[src/sv/pbd_pkg.sv]
// Shared types and constants for the Pauli basis decomposition unit.
package pbd_pkg;

    localparam int QUBITS_DEF = 3;
    localparam int ELEM_W     = 16;
    localparam int DATA_W     = 20;
    localparam int CODE_W     = 6;

    typedef struct packed {
        logic signed [ELEM_W-1:0] elem_re;
        logic signed [ELEM_W-1:0] elem_im;
    } elem_t;

    typedef struct packed {
        logic        [CODE_W-1:0] pauli_code;
        logic signed [DATA_W-1:0] coef_re;
        logic signed [DATA_W-1:0] coef_im;
        logic                     is_last;
    } coef_t;

    typedef struct packed {
        logic signed [DATA_W-1:0] re;
        logic signed [DATA_W-1:0] im;
    } cval_t;

    typedef enum logic {
        ALU_ADD,
        ALU_SUB
    } alu_op_t;

    typedef struct packed {
        cval_t   p;
        cval_t   q;
        alu_op_t op;
    } alu_req_t;

endpackage

[src/sv/pbd_addsub.sv]
// Shared complex add/subtract unit used by every butterfly write.
module pbd_addsub (
    input  pbd_pkg::alu_req_t req,
    output pbd_pkg::cval_t    res
);

    always_comb
    begin
        case (req.op)
            pbd_pkg::ALU_SUB:
            begin
                res.re = req.p.re - req.q.re;
                res.im = req.p.im - req.q.im;
            end
            default:
            begin
                res.re = req.p.re + req.q.re;
                res.im = req.p.im + req.q.im;
            end
        endcase
    end

endmodule

[config.mk]
export PLATFORM = sky130hd
export DESIGN_NAME = pbd_addsub
export DESIGN_NICKNAME = d
export VERILOG_FILES = /design/src/sv/pbd_pkg.sv /design/src/sv/pbd_addsub.sv
export SDC_FILE = /design/constraint.sdc
export NUM_CORES = 1
export LEC_CHECK = 0
export ABC_AREA = 1
export BUFFER_PORTS_ARGS = -buffer_cell sky130_fd_sc_hd__buf_2
export CAP_MARGIN = 20
export CORE_MARGIN = 4
export CORE_UTILIZATION = 54
export DETAILED_ROUTE_END_ITERATION = 8
export PLACE_DENSITY_LB_ADDON = 0.15
export SLEW_MARGIN = 20
export SYNTH_ARGS = -nofsm -noshare
export SYNTH_HDL_FRONTEND = slang
export SYNTH_SLANG_ARGS = --single-unit
[constraint.sdc]
create_clock -name vclk -period 5.65
set_input_delay 1.695 -clock vclk [all_inputs]
set_output_delay 1.695 -clock vclk [all_outputs]
set_load 0.01 [all_outputs]
# ---- Word-level counts from Yosys, hierarchy flattened
# Cells that the tools add are included.
dict set report op_classes {
  n_addsub 4
  multipliers 0
  n_div 0
  n_lt_le_gt_ge 0
  eq_ne 0
  shifts 0
  n_mux 1
  n_bitwise 0
  n_reduce_logical 0
}
# op count
set ops {}
lappend ops {{$add A20 B20 Y20} 2}
lappend ops {{$mux W40} 1}
lappend ops {{$sub A20 B20 Y20} 2}
dict set report word_totals {
  register_bits 0
  latch_bits 0
  ramBits 0
  rom_bits 0
  input_bits 81
  out_inout_bits 40
  n_memories 0
}

# ---- Logic depth before layout (Yosys ltp)
# Gate-level depths: netlist of the first run.
dict set report depth {
  word_depth 2
  depth_mapped 21
  ltp_nobuf 21
}

# ---- Worst setup path after synthesis of the first run
# No wires, ideal clock.
dict set report synth_timing {
  kind {input to output}
  start {input port req[22] (netlist bit)}
  end {output port res[29] (netlist bit)}
  t_arrival_ns 3.650
  slack_ns 0.305
  stages 16
  n_path_buf 0
  cell_sequence {inv_1 -> ha_1 -> inv_1 -> nor2_1 -> nand2_1 -> nor3_1 -> or2_2 -> xor2_1 -> inv_1 -> ha_1 -> a21oi_2 -> nor2_1 -> nor2_1 -> nand2_1 -> a21oi_2 -> xnor2_1}
}
# item line
set synth_lines {}
lappend synth_lines {{from (decl)} pbd_addsub.sv:3} ;# input pbd_pkg::alu_req_t req,
lappend synth_lines {{to (decl)} pbd_addsub.sv:4} ;# output pbd_pkg::cval_t res

==> impl_metrics.tcl, run 1 <==
set metrics [dict create \
    drt_pre_antenna_iters 5 \
    drc 0 \
    period_needed_ns 5.774 \
    drt_wl_total_um 12250 \
    rows 28 \
    drv_cap 0 \
    dpl.hpwl_um 9294 \
    dpl_cell_area_mm2 0.004362 \
    die_area_mm2 0.007797 \
    worstSetupEndpointType "output port" \
    die_h_um 88.30 \
    routed_via_density 5.428 \
    status "finished with violations" \
    pre_cts_ws_ns -0.2596 \
    grt_pass1_wl_um 17950 \
    violations "negative setup slack" \
    yosys_warnings 0 \
    nNetsFinal 944 \
    final_area_mm2 0.005002 \
    synth_area_mm2 0.003482 \
    regArea_um2 0 \
    routedWlPerCell_um 13.70 \
    clkbuf_count 0 \
    drt_iter0_markers 191 \
    cp.required_ns 3.95 \
    antenna_found_initial 0 \
    antennaDiodeCount 0 \
    die_w_um 88.30 \
    hold_viol 0 \
    setup_viol 7 \
    power.density_mw_per_mm2 151.5 \
    grt.total_usage_pct 27.56 \
    gp_congestion 0.9186 \
    worstMarginPinSlew_ns 0.3923 \
    num_io_pins 121 \
    vdd_ir_drop_max_v 0.0001223 \
    nFlopsAndLatches 0 \
    path_max_fanout 4 \
    drive_gt1_share_pct 35.78 \
    min_period_over_period_pct 102.2 \
    hp-class "input port to output port" \
    worst_slack_ns -0.1237 \
    worstSetupPathType "input port to output port" \
    max_freq_mhz 173.2 \
    yosysUniqueCellTypes 32 \
    start_util_pct 57.12 \
    ys_seq_area_share_pct 0 \
    area_growth_pct 43.66 \
    rsz0062_at_grt "true" \
    worstPathArrival_ns 4.08 \
    vias 4853 \
    core_area_mm2 0.006096 \
    portBuffers 121 \
    cts_hold_buf 0 \
    overflow 0 \
    maxSlewHeadroom_pct 73.57 \
    synthesis.nets 785 \
    power.leakage_nw 2.794 \
    num-fill-cells 445 \
    avgSynthCellArea_um2 5.260 \
    grt_pass1_vias 4457 \
    grt_max_degree 24 \
    numPlacedInstances 879 \
    drtAntennaViolNets 0 \
    whs_ns 3.783 \
    instances_no_fill 894 \
    startpoint_type "input port" \
    final.setup.tns_ns -0.4807 \
    slew_viol_final 0 \
    postSynthCellCount 662 \
]
## worst paths after layout
kind              startpoint       to  cells past startpoint
hold / removal       req[62]  res[21]                      3
setup / recovery     req[21]  res[29]                     19
## metrics by stage
stage / power [W] / util, %
detailed placement: 0.0006427 / 71.55
floorplan: 0.0004191 / -
global route: 0.0008328 / 82.06
finish: 0.0007577 / 82.06
global placement: 0.0006338 / 71.55
CTS: 0.0006627 / 73.85
## layout make-up
type	count	area, µm²	area share [%]
inverters	110	430.4	8.604
repair buffers	161	960.9	19.21
well taps	75	93.84	1.876
multi-input cells	548	3517	70.31
## what timing repair did
| item | 4_1_cts | 5_1_grt |
|---|---|---|
| setup endpoints to repair | 16 | 24 |
| pin swaps | 29 | 53 |
| gates resized for setup | 31 | 101 |
| gates cloned | 0 | 0 |
| buffers inserted | 1 | 14 |
## synth_stat cells
cell type  count  area share [%]
o21ai_1        2            0.29
fa_1           2             1.1
ha_1          40              14
or2_2          1            0.18
a21o_1         2            0.43
nor2_4         4             1.3
nand2_1      216              23
nor3_1         4            0.57
nand2_4        1            0.32
nand3_1       57             8.2
or2_1          1            0.18
a21oi_4        1            0.47
xor2_1        40              10
o31ai_1        1            0.22
nand3_2        5             1.4
nor2_1        76             8.2
o21bai_1       2            0.43
o21ai_2        1            0.25
nand2_2        9             1.6
a31oi_1        1            0.18
o21ai_0       17             2.4
a21oi_1       27             3.9
nor3b_1        1            0.22
inv_1        104              11
xnor2_1       12             3.0
nor2_2         8             1.4
nand3b_1       3            0.65
inv_2          6            0.65
nand4_1        9             1.6
a21oi_2        4             1.0
buf_2          4            0.57
nor4_1         1            0.18
## cells by family after synthesis
logic type                 count (synthesis)  share of synthesized area (%)
xor gates and xnor gates                  52                          13.08
buffers and inverters                    114                          12.43
adders and majority gates                 42                          15.52
AOI/OAI and AO/OA                         58                          9.594
and+or+nand+nor                          396                          49.37
## layer usage
layer | GRT usage (%) | part of all wire, %
met1 | 30.30 | 38
met2 | 54.86 | 52
met3 | 2.421 | 5.5
met4 | 8.516 | 3.9
met5 | 0 | 0
## placed cells by master (no fill, tap or decap), drive strengths merged
cell type / n
xor2: 40
nand2: 226
fa: 2
a31oi: 1
nor2: 88
ha: 40
nor3: 4
inv: 110
nand3b: 3
a21o: 2
nor3b: 1
nor4: 1
o31ai: 1
o21ai: 20
or2: 2
nand3: 62
o21bai: 2
a21oi: 32
nand4: 9
buf: 161
xnor2: 12
## critical path: stages
cell     delay (ns)
buf_6          0.10
inv_4          0.05
ha_4           0.13
inv_2          0.04
nor2_4         0.11
buf_4          0.14
nand2_2        0.06
nor3_4         0.15
or2_4          0.15
xor2_1         0.14
inv_1          0.08
ha_4           0.26
a21oi_4        0.18
nor2_1         0.07
nor2_1         0.19
nand2_1        0.13
a21oi_2        0.13
xnor2_1        0.13
buf_2          0.15
## report_power, final
| group | internal [W] | switching (W) |
|---|---|---|
| clock | 0 | 0 |
| combinational | 0.000315 | 0.000443 |
| sequential | 0 | 0 |
| total | 0.000315 | 0.000443 |
No activity file was read; power rests on OpenSTA's default activity.
==> inputs of run 2 (changes only) <==
- SETUP_SLACK_MARGIN: unset -> 0.5
==> impl_metrics.tcl, run 2 <==
set metrics [dict create \
    status "stopped before the end" \
    failed_stage "5_1_grt" \
    tool.error "[ERROR DPL-0038] Utilization greater than 100%, impossible to legalize" \
    start_util_pct 57.12 \
    synth_area_mm2 0.003482 \
    synth.area.top_cells "nand2_1, ha_1, inv_1" \
    die_w_um 88.30 \
    die_h_um 88.30 \
    dpl_cell_area_mm2 0.004384 \
    dpl.hpwl_um 9868 \
    postSynthCellCount 662 \
    portBuffers 121 \
    yosysTopAreaCellShare_pct 23.28 \
    num_io_pins 121 \
    gp_congestion 0.9478 \
    yosysMostFrequentCell "nand2_1" \
    cts_hold_buf 0 \
    yosysUniqueCellTypes 32 \
    numPlacedInstances 869 \
    yosys_warnings 0 \
    ys_seq_area_share_pct 0 \
    worst-ep-kind "output port" \
    ys_top_cells_by_count "nand2_1, inv_1, nor2_1" \
    grt-worst-endpoint "res[39]" \
    avgSynthCellArea_um2 5.260 \
    rows 28 \
    synthesis.nets 785 \
    synth_area_leader_cell "nand2_1" \
    grt_max_degree 21 \
]
==> run 2: cell counts after synthesis <==
No cell type changed its count.
==> run 2: cell families after synthesis <==
family / Yosys count / synth area share [%]
compound gates: 58 / 9.594
xor+xnor: 52 / 13.08
fa+ha+maj: 42 / 15.52
buf+inv: 114 / 12.43
simple gates: 396 / 49.37
==> run 2: repair_timing <==
item                                    CTS
hold endpoints to repair                  0
endpoints found under the setup margin   30
pin swaps                                95
resized for setup                       201
setup buffers                            30
==> run 2: per-stage QoR <==
step	utilization, %	hold WS (ns)	setup WS (ns)
after floorplan	-	3.548	0.3714
after global placement	71.92	3.752	-0.06636
after detailed placement	71.92	3.761	-0.1098
after CTS	88.38	3.746	-0.03440
==> inputs of run 3 (changes only) <==
- CORE_UTILIZATION: 54 -> 40
- SETUP_SLACK_MARGIN: 0.5 -> unset
==> impl_metrics.tcl, run 3 (synthesis results as in run 1) <==
set metrics [dict create \
    final_cell_mix "nand2_1, buf_2, inv_1" \
    drt_pre_antenna_iters 4 \
    cp.required_ns 3.95 \
    drt_wl_total_um 11590 \
    slew_viol_final 0 \
    rows 33 \
    startpoint "req[21]" \
    die_area_mm2 0.01026 \
    crit_end "res[39]" \
    final_area_mm2 0.004999 \
    layout_commonest_cell "nand2_1" \
    overflow 0 \
    nFlopsAndLatches 0 \
    worstSetupPathType "input port to output port" \
    grt.total_usage_pct 20.97 \
    cts_hold_buf 0 \
    grt_max_degree 14 \
    portBuffers 121 \
    vdd_ir_drop_max_v 0.00008796 \
    die_h_um 101.3 \
    dpl.hpwl_um 9677 \
    vias 4528 \
    worstPathArrival_ns 3.95 \
    critPathMaxStageDelay_ns 0.30 \
    drc 0 \
    routed_via_density 4.895 \
    final.setup.tns_ns 0 \
    power.leakage_nw 2.770 \
    num-fill-cells 850 \
    drt_iter0_markers 87 \
    area_growth_pct 43.55 \
    clkbuf_count 0 \
    max_freq_mhz 177.1 \
    worstSetupEndpointType "output port" \
    grt_pass1_vias 4517 \
    die_w_um 101.3 \
    nNetsFinal 945 \
    drv_cap 0 \
    startpoint_type "input port" \
    grt_pass1_wl_um 18440 \
    hold_viol 0 \
    antenna_found_initial 0 \
    path_cells "buf_8 > inv_6 > ha_4 > inv_2 > nor2_4 > nand2_2 > nor2_4 > nand4_1 > nand2_2 > buf_4 > nand2_1 > nand2_1 > nand2_1 > inv_1 > ha_2 > a21oi_2 > nand2_1 > nor2_1 > nand2_1 > nor2_1 > nand2_1 > nand2_1 > buf_2" \
    multi_input_area_mm2 0.003486 \
    gp_congestion 0.9113 \
    drive_gt1_share_pct 33.90 \
    antennaDiodeCount 0 \
    slowest_stage "ha_2" \
    maxSlewHeadroom_pct 70.53 \
    num_io_pins 121 \
    hp-class "input port to output port" \
    rsz0062_at_grt "true" \
    period_needed_ns 5.646 \
    regArea_um2 0 \
    status "completed" \
    core_area_mm2 0.008341 \
    worstMarginPinSlew_ns 0.4374 \
    path_max_fanout 4 \
    min_period_over_period_pct 99.92 \
    cpMostUsedCell "nand2_1" \
    start_util_pct 41.75 \
    setup_viol 0 \
    drtAntennaViolNets 0 \
    dpl_cell_area_mm2 0.004432 \
    routedWlPerCell_um 12.53 \
    power.density_mw_per_mm2 146.5 \
]
-- run 3: worst min-delay path by stage --
stage	depth (start not counted)	from	slack, ns	end
after floorplan	2	req[1]	3.55	res[0]
after global placement	4	req[1]	3.75	res[0]
after detailed placement	4	req[1]	3.76	res[0]
after CTS	4	req[1]	3.76	res[0]
after global routing	4	req[1]	3.78	res[0]
final	4	req[1]	3.75	res[0]
-- run 3: per-layer routing --
| metal | wire, µm | track usage [%] | vias to the layer above |
|---|---|---|---|
| met5 | 0 | 0 | - |
| met4 | 273 | 4.703 | 0 |
| met3 | 433 | 0.4821 | 24 |
| met2 | 6111 | 42.25 | 113 |
| met1 | 4774 | 24.14 | 1992 |
| li1 | - | - | 2399 |
-- run 3: area by class of cell --
class	instances	area share (%)
repair buffers	162	19.07
well taps	105	2.628
inverters	110	8.561
multi-input cells	548	69.74
-- run 3: critical path, delay by kind of cell --
family	cells	cell delay [ns]
simple gates	14	1.20
buf+inv	6	0.50
compound gates	1	0.12
fa+ha+maj	2	0.43
-- run 3: per-stage QoR --
stage	util [%]	setup slack (ns)	power [W]	cells	hold slack, ns
detailed placement	53.14	-0.2071	0.0006489	915	3.764
CTS	54.94	0.001348	0.0006724	918	3.764
global placement	53.14	-0.1595	0.0006426	915	3.755
finish	59.93	0.004295	0.0007320	925	3.753
floorplan	-	0.3046	0.0004191	662	3.548
global route	59.93	-0.1540	0.0008145	925	3.776
-- run 3: what timing repair did --
action,in CTS,in global routing
buffers inserted,3,7
setup endpoints to repair,17,22
resized for setup,25,87
pin swaps,24,45
-- run 3: where the power goes --
group          switching, W  internal, W  leakage [nW]
Sequential                0            0             0
Clock                     0            0             0
Combinational      0.000423     0.000309          2.77
Total              0.000423     0.000309          2.77
